**src/hw/rtl/posting_gap_vbyte_encoder_core_assert.svh**
```systemverilog
// Assertion macros for the posting gap vbyte encoder.
// Each expects clk and rst_n to be visible where it is used.
`ifndef POSTING_GAP_VBYTE_ENCODER_CORE_ASSERT_SVH
`define POSTING_GAP_VBYTE_ENCODER_CORE_ASSERT_SVH

// condition holds on every cycle out of reset
`define PGVE_ASSERT_ALWAYS(lbl, cond, msg) \
  lbl: assert property (@(posedge clk) disable iff (!rst_n) (cond)) else $error(msg);

// same-cycle implication
`define PGVE_ASSERT_IMPL(lbl, ante, cons, msg) \
  lbl: assert property (@(posedge clk) disable iff (!rst_n) (ante) |-> (cons)) \
    else $error(msg);

// next-cycle implication
`define PGVE_ASSERT_NEXT(lbl, ante, cons, msg) \
  lbl: assert property (@(posedge clk) disable iff (!rst_n) (ante) |=> (cons)) \
    else $error(msg);

`endif

```
**src/hw/rtl/pgve_pkg.sv**
```systemverilog
// Shared types, constants and helpers for the posting gap vbyte encoder.
// No dependencies.
package pgve_pkg;

  localparam int PGVE_BLOCK_LEN   = 128;
  localparam int PGVE_QUEUE_DEPTH = 2;
  localparam int PGVE_MAX_BYTES   = 5;
  localparam int PGVE_CNT_W       = 3;

  localparam logic [31:0] PGVE_LIM1 = 32'd1 << 7;
  localparam logic [31:0] PGVE_LIM2 = 32'd1 << 14;
  localparam logic [31:0] PGVE_LIM3 = 32'd1 << 21;
  localparam logic [31:0] PGVE_LIM4 = 32'd1 << 28;

  // configuration register indexes
  localparam logic PGVE_CFG_APPLY_DELTA   = 1'b0;
  localparam logic PGVE_CFG_BLOCK_RESTART = 1'b1;

  typedef struct packed {
    logic apply_delta;
    logic block_restart;
  } pgve_cfg_t;

  typedef struct packed {
    logic [31:0]           word;
    logic [PGVE_CNT_W-1:0] nbytes;
  } pgve_entry_t;

  // shortest vbyte length of a word
  function automatic logic [PGVE_CNT_W-1:0] pgve_byte_count(input logic [31:0] w);
    logic [PGVE_CNT_W-1:0] n;
    if (w < PGVE_LIM1)      n = PGVE_CNT_W'(1);
    else if (w < PGVE_LIM2) n = PGVE_CNT_W'(2);
    else if (w < PGVE_LIM3) n = PGVE_CNT_W'(3);
    else if (w < PGVE_LIM4) n = PGVE_CNT_W'(4);
    else                    n = PGVE_CNT_W'(PGVE_MAX_BYTES);
    return n;
  endfunction

endpackage

```
**src/hw/rtl/pgve_front.sv**
```systemverilog
// Front end: accepts posting values, forms the gap word and its byte count.
// Depends on pgve_pkg.
module pgve_front #(
  parameter int BLOCK_LEN = 128
) (
  input  logic                  clk,
  input  logic                  rst_n,
  input  pgve_pkg::pgve_cfg_t   cfg,
  input  logic                  in_fire,
  input  logic [31:0]           in_value,
  input  logic                  in_last,
  output pgve_pkg::pgve_entry_t entry
);
  import pgve_pkg::*;

  localparam int PW = (BLOCK_LEN > 1) ? $clog2(BLOCK_LEN) : 1;

  logic [31:0]   prev_r;
  logic [PW-1:0] pos_r, pos_nxt;
  logic          started_r;
  logic [PW:0]   pos_inc;
  logic          fresh;
  logic [31:0]   word;

  always_comb begin
    pos_inc = {1'b0, pos_r} + (PW+1)'(1);
    if (!started_r) begin
      pos_nxt = '0;
    end else if (pos_inc >= (PW+1)'(BLOCK_LEN)) begin
      pos_nxt = '0;
    end else begin
      pos_nxt = pos_inc[PW-1:0];
    end
    // first item of a list, or of a block when restarting
    fresh = !started_r || (cfg.block_restart && (pos_nxt == '0));
    word  = (cfg.apply_delta && !fresh) ? (in_value - prev_r) : in_value;
    entry.word   = word;
    entry.nbytes = pgve_byte_count(word);
  end

  always_ff @(posedge clk) begin
    if (!rst_n) begin
      prev_r    <= '0;
      pos_r     <= '0;
      started_r <= 1'b0;
    end else if (in_fire) begin
      prev_r    <= in_value;
      pos_r     <= pos_nxt;
      started_r <= !in_last;
    end
  end

endmodule

```
**src/hw/rtl/pgve_queue.sv**
```systemverilog
// Small register queue between front and back ends.
// Depends on pgve_pkg.
module pgve_queue #(
  parameter int DEPTH = 2
) (
  input  logic                  clk,
  input  logic                  rst_n,
  input  logic                  push,
  input  pgve_pkg::pgve_entry_t push_data,
  input  logic                  pop,
  output pgve_pkg::pgve_entry_t head,
  output logic                  not_empty,
  output logic                  full
);
  import pgve_pkg::*;

  localparam int AW = (DEPTH > 1) ? $clog2(DEPTH) : 1;
  localparam int CW = $clog2(DEPTH + 1);

  pgve_entry_t   mem_r [DEPTH];
  logic [AW-1:0] wr_ptr_r, rd_ptr_r;
  logic [CW-1:0] count_r;

  assign not_empty = (count_r != '0);
  assign full      = (count_r == CW'(DEPTH));
  assign head      = mem_r[rd_ptr_r];

  always_ff @(posedge clk) begin
    if (push) begin
      mem_r[wr_ptr_r] <= push_data;
    end
  end

  always_ff @(posedge clk) begin
    if (!rst_n) begin
      wr_ptr_r <= '0;
      rd_ptr_r <= '0;
      count_r  <= '0;
    end else begin
      if (push) begin
        wr_ptr_r <= (wr_ptr_r == AW'(DEPTH - 1)) ? '0 : wr_ptr_r + AW'(1);
      end
      if (pop) begin
        rd_ptr_r <= (rd_ptr_r == AW'(DEPTH - 1)) ? '0 : rd_ptr_r + AW'(1);
      end
      case ({push, pop})
        2'b10:   count_r <= count_r + CW'(1);
        2'b01:   count_r <= count_r - CW'(1);
        default: count_r <= count_r;
      endcase
    end
  end

endmodule

```
**src/hw/rtl/pgve_back.sv**
```systemverilog
// Back end: takes queued words and emits their vbyte code one byte a cycle while out_tready allows.
// Depends on pgve_pkg and posting_gap_vbyte_encoder_core_assert.svh.
module pgve_back (
  input  logic                  clk,
  input  logic                  rst_n,
  input  pgve_pkg::pgve_entry_t head,
  input  logic                  q_valid,
  output logic                  q_pop,
  output logic                  out_tvalid,
  input  logic                  out_tready,
  output logic [7:0]            out_tdata,   // [7:0] code_byte
  output logic                  out_tlast    // last_byte
);
  import pgve_pkg::*;
  `include "posting_gap_vbyte_encoder_core_assert.svh"

  logic [31:0]           sh_r, sh_nxt;
  logic [PGVE_CNT_W-1:0] rem_r, rem_nxt;
  logic                  out_valid_r, out_valid_nxt;
  logic [7:0]            out_data_r, out_data_nxt;
  logic                  out_last_r, out_last_nxt;
  logic                  out_free, emit, fin;

  always_comb begin
    out_free = !out_valid_r || out_tready;
    emit     = (rem_r != '0) && out_free;
    fin      = (rem_r == PGVE_CNT_W'(1));
    // refill the word register when it is empty or as its final byte leaves
    q_pop    = q_valid && ((rem_r == '0) || (fin && emit));

    sh_nxt  = sh_r;
    rem_nxt = rem_r;
    if (q_pop) begin
      sh_nxt  = head.word;
      rem_nxt = head.nbytes;
    end else if (emit) begin
      sh_nxt  = sh_r >> 7;
      rem_nxt = rem_r - PGVE_CNT_W'(1);
    end

    out_valid_nxt = out_valid_r;
    out_data_nxt  = out_data_r;
    out_last_nxt  = out_last_r;
    if (out_free) begin
      out_valid_nxt = emit;
      out_data_nxt  = {fin, sh_r[6:0]};
      out_last_nxt  = fin;
    end
  end

  always_ff @(posedge clk) begin
    if (!rst_n) begin
      rem_r       <= '0;
      out_valid_r <= 1'b0;
    end else begin
      rem_r       <= rem_nxt;
      out_valid_r <= out_valid_nxt;
    end
  end

  always_ff @(posedge clk) begin
    sh_r       <= sh_nxt;
    out_data_r <= out_data_nxt;
    out_last_r <= out_last_nxt;
  end

  assign out_tvalid = out_valid_r;
  assign out_tdata  = out_data_r;
  assign out_tlast  = out_last_r;

  `PGVE_ASSERT_IMPL(a_stop_bit, out_valid_r, out_data_r[7] == out_last_r, "stop bit mismatch")
  `PGVE_ASSERT_ALWAYS(a_rem_range, rem_r <= PGVE_CNT_W'(PGVE_MAX_BYTES), "byte count overrun")
  `PGVE_ASSERT_NEXT(a_drain, emit && fin && !q_pop, rem_r == '0, "word not drained")
  `PGVE_ASSERT_IMPL(a_pop_len, q_pop, head.nbytes != '0, "queued word with no bytes")

endmodule

```
**src/hw/rtl/posting_gap_vbyte_encoder_core.sv**
```systemverilog
// Posting gap vbyte encoder: one posting value in, 1 to 5 code bytes out.
// A value's first byte passes the queue, the word register and the output register before it is valid.
// Rates: one value per cycle into the queue while it is not full; the byte-wide output
// port sends one byte per cycle while out_tready is high, as many bytes as the code length.
// Reset (rst_n low, synchronous): queue emptied, gap state cleared,
// apply_delta = 1, block_restart = 0.
module posting_gap_vbyte_encoder_core #(
  parameter int BLOCK_LEN   = pgve_pkg::PGVE_BLOCK_LEN,
  parameter int QUEUE_DEPTH = pgve_pkg::PGVE_QUEUE_DEPTH
) (
  input  logic        clk,
  input  logic        rst_n,
  input  logic        cfg_we,
  input  logic        cfg_addr,
  input  logic        cfg_wdata,
  input  logic        in_tvalid,
  output logic        in_tready,
  input  logic [31:0] in_tdata,    // [31:0] value
  input  logic        in_tlast,    // last_in_list
  output logic        out_tvalid,
  input  logic        out_tready,
  output logic [7:0]  out_tdata,   // [7:0] code_byte
  output logic        out_tlast    // last_byte
);
  import pgve_pkg::*;

  pgve_cfg_t   cfg_r;
  pgve_entry_t fe_entry, q_head;
  logic        q_full, q_valid, q_pop, in_fire;

  always_ff @(posedge clk) begin
    if (!rst_n) begin
      cfg_r.apply_delta   <= 1'b1;
      cfg_r.block_restart <= 1'b0;
    end else if (cfg_we) begin
      case (cfg_addr)
        PGVE_CFG_APPLY_DELTA:   cfg_r.apply_delta   <= cfg_wdata;
        PGVE_CFG_BLOCK_RESTART: cfg_r.block_restart <= cfg_wdata;
        default:                cfg_r <= cfg_r;
      endcase
    end
  end

  assign in_tready = !q_full;
  assign in_fire   = in_tvalid && in_tready;

  pgve_front #(
    .BLOCK_LEN (BLOCK_LEN)
  ) u_front (
    .clk      (clk),
    .rst_n    (rst_n),
    .cfg      (cfg_r),
    .in_fire  (in_fire),
    .in_value (in_tdata),
    .in_last  (in_tlast),
    .entry    (fe_entry)
  );

  pgve_queue #(
    .DEPTH (QUEUE_DEPTH)
  ) u_queue (
    .clk       (clk),
    .rst_n     (rst_n),
    .push      (in_fire),
    .push_data (fe_entry),
    .pop       (q_pop),
    .head      (q_head),
    .not_empty (q_valid),
    .full      (q_full)
  );

  pgve_back u_back (
    .clk        (clk),
    .rst_n      (rst_n),
    .head       (q_head),
    .q_valid    (q_valid),
    .q_pop      (q_pop),
    .out_tvalid (out_tvalid),
    .out_tready (out_tready),
    .out_tdata  (out_tdata),
    .out_tlast  (out_tlast)
  );

endmodule

```
**config.mk**
```make
export PLATFORM = sky130hd
export DESIGN_NAME = posting_gap_vbyte_encoder_core
export DESIGN_NICKNAME = d
export VERILOG_FILES = /design/src/hw/rtl/pgve_pkg.sv /design/src/hw/rtl/pgve_front.sv /design/src/hw/rtl/pgve_queue.sv /design/src/hw/rtl/pgve_back.sv /design/src/hw/rtl/posting_gap_vbyte_encoder_core.sv
export VERILOG_INCLUDE_DIRS = /design/src /design/src/hw/rtl
export SDC_FILE = /design/constraint.sdc
export NUM_CORES = 1
export LEC_CHECK = 0
export BUFFER_PORTS_ARGS = -buffer_cell sky130_fd_sc_hd__buf_2
export CORE_MARGIN = 5
export CORE_UTILIZATION = 47
export DETAILED_ROUTE_END_ITERATION = 10
export PLACE_DENSITY_LB_ADDON = 0.05
export SYNTH_ARGS = -nofsm -noshare
export SYNTH_HDL_FRONTEND = slang
export SYNTH_HIERARCHICAL = 1
export SYNTH_SLANG_ARGS = --single-unit
```
**constraint.sdc**
```tcl
create_clock -name clk -period 4.4 [get_ports clk]
set_input_delay 1.1 -clock clk [delete_from_list [all_inputs] [get_ports clk]]
set_output_delay 1.1 -clock clk [all_outputs]
set_load 0.01 [all_outputs]
```
==> results.toml, run 1 <==
[pwr]
ir_worst_vdd_uv = 273
power_density_nw_per_um2 = 567
p_leak_nw = 3.97

[timing]
setup_viol = 0
min_period_over_period_pct = 91.4
fmax_mhz = 249
slew_headroom_pct = 47.6
hold_viol = 0
setup_ws_ns = 0.376
slew_violations = 0
fin_skew_ns = 0.0120
tns_ns = 0
worstMarginPinSlew_ns = 0.786
period_needed_ns = 4.02
rsz0062_at_grt = "false"

[global_route]
antenna_found_initial = 0
grt_max_degree = 54
grt-ovfl-total = 0
grt_pass1_wl_um = 32600
grt_util_all_layers_pct = 18.6
first_global_vias = 6292

[setup_path]
crit_required_ns = 4.57
startpoint_type = "input pin"
critPathTopFamily = "compound AO/OA/AOI/OAI gates"
critPathMaxStageDelay_ns = 0.50
rrSetupSlack_ns = 0.64
reg2reg_to = "u_queue/mem_r[0][1]"
r2r-start = "u_front/pos_r[0]"
cp-end-kind = "flip-flop"
crit_type = "input pin to flip-flop"
crit_path_cell_trace = "buf_2 -> inv_1 -> ha_1 -> fa_1 -> nor2b_1 -> o2111ai_1 -> a211oi_2 -> o21bai_2 -> o221ai_1 -> xnor2_1 -> a31oi_1 -> or4_4 -> or2_1"
slowest_stage = "or4_4"
critical_path_buf_inv_count = 2
cp_num_cells = 13
cp_data_arrival_time_ns = 4.19
reg2reg_depth = 11
cp_max_fo = 5

[floorplan]
initial_utilization_pct = 48.0
coreArea_um2 = 18800
pin_count = 51
die_h_um = 149
rows = 50
fp.dieW_um = 149
dieArea_um2 = 22100

[drt]
antenna_left = 0
vias_per_cell = 5.51
postRouteWirelength_um = 20000
drc = 0
wl_per_cell_um = 17.1
num_vias = 6433
drtPass1Iterations = 5
drt_iter0_drc = 453

[synth]
syn_avg_cell_area_um2 = 10.8
yosysSeqAreaShare_pct = 47.9
ys_types = 82
synth-seq-cells = 161
syn_inst = 837
ys_async_sr_fraction_pct = 0
synth_edf_count = 110
synthesis.area_um2 = 9030
synth_largest_area_cell = "edfxtp_1"
synthFlopType = "edfxtp_1"
synth-warning-count = 6
netlist.area_leader.share_pct = 36.6
synth_area_leaders = "edfxtp_1 (37%), dfxtp_1 (11%), ha_1 (5.0%)"
synthesis.nets = 914

[layout]
final_util_pct = 54.2
drive_gt1_share_pct = 21.3
diodes = 0
nets = 972
area_growth_pct = 13.0
layout.cells.non_filler = 1168
fill_cells = 1642

[clock_network]
h-tree-depth = 4
clock-root-buffer = "clkbuf_16"
ctsHoldBuffers = 0
cts_max_path_buffers = 2
clock_sink_count = 161
post-cts-setup-buffer-count = 0
cts_tree = "built"
cts-resized-gates = 0
clkSlewWorstSetupHoldPaths_ns = 0.07
insertion_delay_ns = 0.43
numCtsBuffers = 17

[place]
port_buffers = 50
routabilityCongestion = 0.885
place_inst = 1136
dpl.hpwl_um = 14500
dp_slack_ns = -0.0593

[flow_run]
cap_violations = 0

[worst_hold_path]
holdPathEnd = "u_back/out_tdata[3]"
hold_path.class = "flip-flop to flip-flop"
hold_start = "u_back/sh_r[3]"
min_path_cells = 0

[status]
status = "completed"
## Yosys cell counts (11+ instances only)
master and number:
clkbuf_1 17, nand2_1 79, mux2_2 36, ha_1 36, edfxtp_1 110, o21ai_0 45
dfxtp_1 51, nor2_1 30, mux2i_1 35, a21oi_1 47, inv_1 49, nor2b_1 46
nand4_1 11, nand3_1 16, and2_1 16, buf_2 12, mux2_4 25
## area by class of cell
type	count	area [um^2]	share of cell area [%]
Sequential cell	161	4320	42.4
Timing Repair Buffer	77	453	4.44
Tap cell	260	325	3.19
Clock buffer	19	443	4.34
Clock inverter	13	126	1.24
Multi-Input combinational cell	589	4350	42.6
Inverter	49	184	1.80
## cell usage in the layout (no fill, tap or decap), drive strengths merged, types with 9 or more instances in the layout
cell type / count
a21oi: 48
mux2: 61
ha: 36
buf: 77
nor3: 10
a211oi: 9
clkbuf: 19
edfxtp: 110
nor2b: 46
xor2: 9
and2: 16
dfxtp: 51
xnor2: 10
nand2: 79
nor2: 30
nand4: 12
inv: 54
mux2i: 35
nand3: 16
o21ai: 54
## cells by family (layout without fill, tap and decap cells)
logic type      after synthesis  count (layout)  share of synthesized area (%)
buf+inv                      87             158                           4.25
flops                       161             161                           47.9
fa+ha+maj                    37              37                           5.21
xor+xnor                     19              19                           1.84
compound gates              184             184                           13.4
mux                          96              96                           12.5
simple gates                253             253                           14.8
## per-stage QoR
step                instance area, um^2  hold slack, ns  power (W)
floorplan                          9030           0.400    0.00389
global placement                   9630           0.406    0.00435
detailed placement                 9630           0.406    0.00440
CTS                               10200           0.411    0.00585
global route                      10200           0.433    0.00613
finish                            10200           0.408    0.00578
## per-layer routing
| metal | GRT usage (%) | vias up | share of wire [%] |
|---|---|---|---|
| met3 | 3.60 | 14 | 3.5 |
| met4 | 4.53 | 0 | 0.67 |
| li1 | - | 3177 | - |
| met2 | 29.7 | 133 | 47 |
| met1 | 26.2 | 3109 | 49 |
| met5 | 0 | - | 0 |
## flip-flops by register name, indices dropped and copies added (netlist names), named ones only
register / cells
u_queue/rd_ptr_r: 1
u_back/out_tvalid: 1
u_queue/count_r: 2
u_front/started_r: 1
u_front/pos_r: 7
u_back/rem_r: 3
cfg_r: 2
u_back/sh_r: 32
u_queue/mem_r: 70
u_queue/wr_ptr_r: 1
u_front/prev_r: 32
u_back/out_tdata: 8
## where the power goes
part	switching [W]	total, W	internal [W]	leakage [nW]
clock	0.000620	0.00142	0.000804	0.273
sequential	0.000133	0.00232	0.00219	1.48
combinational	0.00110	0.00204	0.000933	2.23
## how the worst max path moves through the flow
stage / startpoint / endpoint / slack (ns)
floorplan: in_tdata[0] / u_queue/mem_r[0][2] / 0.41
detailed placement: in_tdata[0] / u_queue/mem_r[0][2] / -0.06
CTS: in_tdata[0] / u_queue/mem_r[0][2] / 0.39
finish: in_tdata[0] / u_queue/mem_r[1][2] / 0.38
global route: in_tdata[0] / u_queue/mem_r[1][2] / 0.11
global placement: in_tdata[0] / u_queue/mem_r[0][2] / 0.02
Power figures use the tool's default switching activity.
==> inputs of run 2 (changes only) <==
--- a/config.mk
+++ b/config.mk
@@ -9,9 +9,9 @@
 export BUFFER_PORTS_ARGS = -buffer_cell sky130_fd_sc_hd__buf_2
 export CORE_MARGIN = 5
 export CORE_UTILIZATION = 47
+export CTS_BUF_LIST = sky130_fd_sc_hd__clkbuf_4 sky130_fd_sc_hd__clkbuf_8
 export DETAILED_ROUTE_END_ITERATION = 10
 export PLACE_DENSITY_LB_ADDON = 0.05
 export SYNTH_ARGS = -nofsm -noshare
 export SYNTH_HDL_FRONTEND = slang
-export SYNTH_HIERARCHICAL = 1
 export SYNTH_SLANG_ARGS = --single-unit
==> constraint.sdc (replaced) <==
create_clock -name clk -period 3.74 [get_ports clk]
set_input_delay 0.935 -clock clk [delete_from_list [all_inputs] [get_ports clk]]
set_output_delay 0.935 -clock clk [all_outputs]
set_load 0.01 [all_outputs]
==> results.toml, run 2 <==
[status]
status = "completed"

[timing]
slew_violations = 0
hold_viol = 0
period_needed_ns = 3.63
whs_ns = 0.426
fmax_mhz = 276
setup_viol = 0
slew_headroom_pct = 24.2
setup_ws_ns = 0.114
fin_skew_ns = 0.0193
worstMarginPinSlew_ns = 1.14
min_period_over_period_pct = 96.9

[synth]
yosysMostFrequentCell = "nand2_1"
yosysSeqAreaShare_pct = 49.1
yosys-top-cells-count = "nand2_1 (168), edfxtp_1 (110), o21ai_0 (63)"
synthesis.area_um2 = 8800
syn_avg_cell_area_um2 = 9.77
synth-seq-cells = 161
synthFlopType = "edfxtp_1"
synth_area_leaders = "edfxtp_1 (38%), dfxtp_1 (12%), nand2_1 (7.2%)"
synth_xor_area_share_pct = 2.59
synth_edf_count = 110
synth-warning-count = 0
synth_compound_area_share_pct = 16.9
netlist.area_leader.share_pct = 37.5
synthSimpleGateAreaFrac_pct = 16.9
synth_largest_area_cell = "edfxtp_1"
syn_inst = 901
ys_async_sr_fraction_pct = 0
ys_types = 75
synthAdderAreaFrac_pct = 5.34
synth_top_family_by_area = "compound AO/OA/AOI/OAI gates"
synth_mux_area_share_pct = 4.68
synthesis.nets = 978

[layout]
drive_gt1_share_pct = 22.7
area_growth_pct = 19.0
top_regs = "u_queue.mem_r: 70 flops, u_back.sh_r: 32 flops, u_front.prev_r: 32 flops"
regMostFlops = "u_queue.mem_r"
mostFrequentLayoutCells = "nand2_1 (168), buf_4 (124), edfxtp_1 (110), o21ai_0 (63)"
final_util_pct = 56.4
nets = 1122
final_common_cell = "nand2_1"
diodes = 0
layout.cells.non_filler = 1292
fill_cells = 1664
largest_register_ffs = 70

[clock_network]
clock-root-buffer = "clkbuf_8"
cts_tree = "built"
cts_max_path_buffers = 2
h-tree-depth = 4
clock_sink_count = 161
ctsHoldBuffers = 0
clkSlewWorstSetupHoldPaths_ns = 0.09
insertion_delay_ns = 0.46
numCtsBuffers = 17

[floorplan]
coreArea_um2 = 18600
pin_count = 51
initial_utilization_pct = 47.4
rows = 50
dieArea_um2 = 21600
fp.dieW_um = 147
die_h_um = 147

[flow_run]
cap_violations = 0

[pwr]
ir_worst_vdd_uv = 265
power_density_nw_per_um2 = 603
p_leak_nw = 4.17
finalPower_w = 0.00632

[place]
routabilityCongestion = 0.942
port_buffers = 50
place_inst = 1258
dpl.hpwl_um = 17100
dp_slack_ns = -0.377

[drt]
postRouteWirelength_um = 22600
vias_per_cell = 5.47
drtPass1Iterations = 4
drt_iter0_drc = 383
num_vias = 7067
drc = 0
wl_per_cell_um = 17.5
antenna_left = 0

[global_route]
grt-ovfl-total = 0
grt_pass1_wl_um = 36500
grt_max_degree = 63
antenna_found_initial = 0
first_global_vias = 7017
grt_util_all_layers_pct = 21.2

[setup_path]
startpoint_type = "input pin"
crit_required_ns = 3.94
cp-end-kind = "flip-flop"
crit_type = "input pin to flip-flop"
reg2reg_depth = 10
cp_data_arrival_time_ns = 3.83
cp_max_fo = 3

[worst_hold_path]
hold_path.class = "flip-flop to flip-flop"
min_path_cells = 0
[run 2: changes by cell type in the layout (fill, tap and decap cells not counted), moves of 6 or more]
| cell | change |
|---|---|
| nor3_1 | +7 |
| o21ai_0 | +19 |
| clkbuf_8 | +16 |
| a21boi_0 | +31 |
| mux2_2 | -35 |
| and3_1 | +9 |
| nor2b_1 | -40 |
| nand2_1 | +89 |
| clkbuf_16 | -17 |
| buf_4 | +97 |
| o21ai_1 | -6 |
| mux2_4 | -25 |
[run 2: report_power, final]
group / internal [W] / leakage (nW) / switching [W]
logic: 0.000919 / 2.50 / 0.00140
clock network: 0.000499 / 0.183 / 0.000724
registers: 0.00258 / 1.48 / 0.000198
[run 2: cell type report]
class	instances	area, um^2	share of cell area, %
clock inverters	13	128	1.22
flip-flops and latches	161	4330	41.3
clock buffers	19	249	2.38
inverters	48	180	1.72
multi-input cells	643	4120	39.3
repair buffers	174	1180	11.3
well taps	234	293	2.79
[run 2: cell families after synthesis]
family                     after synthesis
DFF                                    161
AOI/OAI and AO/OA                      224
and+or+nand+nor                        315
adders and majority gates               37
buffers and inverters                   97
muxes                                   41
xor gates and xnor gates                26
[run 2: through the flow]
step	TNS, ns	cell area (um^2)
5_1_grt	-0.00979	10500
3_3_place_gp	-1.07	10100
3_5_place_dp	-2.05	10100
2_1_floorplan	0	8800
4_1_cts	0	10500
6_report	0	10500
[run 2: path summary, 6_finish.rpt]
path / slack, ns / endpoint / startpoint
hold / removal: 0.43 / u_back.out_tdata[3] / u_back.sh_r[3]
setup reg to reg: 0.38 / u_queue.mem_r[0][2] / u_front.pos_r[0]
setup / recovery: 0.11 / u_queue.mem_r[0][2] / in_tdata[0]
hold reg to reg: 0.43 / u_back.out_tdata[3] / u_back.sh_r[3]
[run 2: routing by layer]
metal  GRT usage, %  part of all wire [%]
met2           34.5                    46
met1           29.6                    48
met5              0                     0
met4           5.88                   1.4
met3           3.30                   4.1
[run 2: worst max-delay path, cell delays in order]
cell       delay (ns)
buf_2            0.09
inv_1            0.04
ha_1             0.21
fa_1             0.40
nand2b_1         0.21
a21oi_1          0.19
o2111ai_1        0.24
a31oi_2          0.25
a21oi_1          0.10
xnor2_1          0.14
mux2i_1          0.25
or4b_4           0.52
or2_1            0.25
[run 2: timing repair]
item                                    4_1_cts  5_1_grt
endpoints found under the setup margin        0        6
setup buffers                                 0        2
resized for setup                             0        3
==> inputs of run 3 (changes only) <==
--- a/config.mk
+++ b/config.mk
@@ -7,6 +7,7 @@
 export NUM_CORES = 1
 export LEC_CHECK = 0
 export BUFFER_PORTS_ARGS = -buffer_cell sky130_fd_sc_hd__buf_2
+export CAP_MARGIN = 20
 export CORE_MARGIN = 5
 export CORE_UTILIZATION = 47
 export CTS_BUF_LIST = sky130_fd_sc_hd__clkbuf_4 sky130_fd_sc_hd__clkbuf_8
==> constraint.sdc (replaced) <==
create_clock -name clk -period 3.7 [get_ports clk]
set_input_delay 0.925 -clock clk [delete_from_list [all_inputs] [get_ports clk]]
set_output_delay 0.925 -clock clk [all_outputs]
set_load 0.1 [all_outputs]
==> results.toml, run 3 (synthesis results as in run 2) <==
[status]
status = "completed"

[layout]
diodes = 0
top_regs = "u_queue.mem_r: 70 flops, u_back.sh_r: 32 flops, u_front.prev_r: 32 flops"
final_util_pct = 56.7
mostFrequentLayoutCells = "nand2_1 (168), buf_4 (127), edfxtp_1 (110), o21ai_0 (63)"
final_common_cell = "nand2_1"
drive_gt1_share_pct = 22.9
nets = 1126
regMostFlops = "u_queue.mem_r"
largest_register_ffs = 70
area_growth_pct = 19.7

[floorplan]
fp.dieW_um = 147
coreArea_um2 = 18600
pin_count = 51
rows = 50
dieArea_um2 = 21600
die_h_um = 147
initial_utilization_pct = 47.4

[drt]
antenna_left = 0
vias_per_cell = 5.40
num_vias = 6999
wl_per_cell_um = 17.3
drc = 0
drtPass1Iterations = 5
postRouteWirelength_um = 22400
drt_iter0_drc = 439

[timing]
min_period_over_period_pct = 95.5
rsz0062_at_grt = "false"
setup_viol = 0
setup_ws_ns = 0.167
hold_viol = 0
slew_violations = 0
fmax_mhz = 283
period_needed_ns = 3.53
fin_skew_ns = 0.0185
worstMarginPinSlew_ns = 0.890
slew_headroom_pct = 40.6

[place]
port_buffers = 50
dp_slack_ns = -0.318
dpl.hpwl_um = 17000
routabilityCongestion = 0.959

[clock_network]
clock_sink_count = 161
cts_max_path_buffers = 2
clkSlewWorstSetupHoldPaths_ns = 0.10
insertion_delay_ns = 0.46
cts_tree = "built"
numCtsBuffers = 17
clock-root-buffer = "clkbuf_8"
h-tree-depth = 4
ctsHoldBuffers = 0

[setup_path]
crit_required_ns = 3.90
cp-end-kind = "flip-flop"
crit_path_cell_trace = "buf_2 -> inv_1 -> ha_1 -> fa_1 -> nand2b_1 -> a21o_1 -> a211o_1 -> a31oi_2 -> nor2_2 -> o2111ai_2 -> nand3_2 -> or4b_4 -> or2_1"
reg2reg_depth = 10
critPathMaxStageDelay_ns = 0.55
startpoint_type = "input pin"
slowest_stage = "or4b_4"
cp_max_fo = 3
crit_type = "input pin to flip-flop"
cp_data_arrival_time_ns = 3.73

[worst_hold_path]
min_path_cells = 0
hold_path.class = "flip-flop to flip-flop"

[global_route]
grt_max_degree = 63
first_global_vias = 6948
grt-ovfl-total = 0
antenna_found_initial = 0
grt_pass1_wl_um = 36300
grt_util_all_layers_pct = 21.1

[pwr]
p_leak_nw = 4.20
ir_worst_vdd_uv = 314
power_density_nw_per_um2 = 647

[flow_run]
cap_violations = 0
==> run 3: routing by layer <==
layer  up-vias  track usage, %  wire (um)
met2       136            34.5      10500
met4         0            5.27        208
met1      3332            30.0      10900
met3        13            2.78        744
met5         -               0          0
li1       3518               -          -
==> run 3: metrics by stage <==
| step | cells | area, um^2 | power [W] | hold slack (ns) | setup TNS, ns |
|---|---|---|---|---|---|
| 2_1_floorplan | 901 | 8800 | 0.00467 | 0.400 | 0 |
| 3_3_place_gp | 1264 | 10100 | 0.00554 | 0.402 | -1.23 |
| 3_5_place_dp | 1264 | 10100 | 0.00560 | 0.405 | -1.75 |
| 4_1_cts | 1296 | 10500 | 0.00688 | 0.430 | 0 |
| 5_1_grt | 1296 | 10500 | 0.00725 | 0.438 | 0 |
| 6_report | 1296 | 10500 | 0.00682 | 0.429 | 0 |
==> run 3: final timing paths <==
path                         start  slack (ns)             endpoint
setup / recovery       in_tdata[0]        0.17  u_queue.mem_r[0][2]
hold / removal      u_back.sh_r[6]        0.43  u_back.out_tdata[6]
setup reg to reg  u_front.pos_r[0]        0.38  u_queue.mem_r[0][2]
hold reg to reg     u_back.sh_r[6]        0.43  u_back.out_tdata[6]
==> run 3: area by class of cell <==
class,count,area (um^2)
fill,1683,8040
sequential,161,4330
multi-input combinational,643,4120
timing repair buffer,178,1220
tap,234,293
clock buffer,17,234
inverter,48,180
clock inverter,15,165
==> run 3: what timing repair did <==
item,in CTS,in global routing
setup endpoints to repair,0,2
buffers inserted,0,0
gates resized for setup,0,2
endpoints found under the hold margin,0,0
==> run 3: power by group <==
part	switching (W)	leakage (nW)	total (W)	internal [W]
clock	0.000757	0.191	0.00127	0.000508
sequential	0.000179	1.48	0.00279	0.00261
combinational	0.00183	2.53	0.00276	0.000932
==> run 3: worst max-delay path, delay by kind of cell <==
| family | cells | cell delay [ns] |
|---|---|---|
| compound gates | 4 | 0.89 |
| fa+ha+maj | 2 | 0.61 |
| buf+inv | 2 | 0.13 |
| simple gates | 5 | 1.17 |
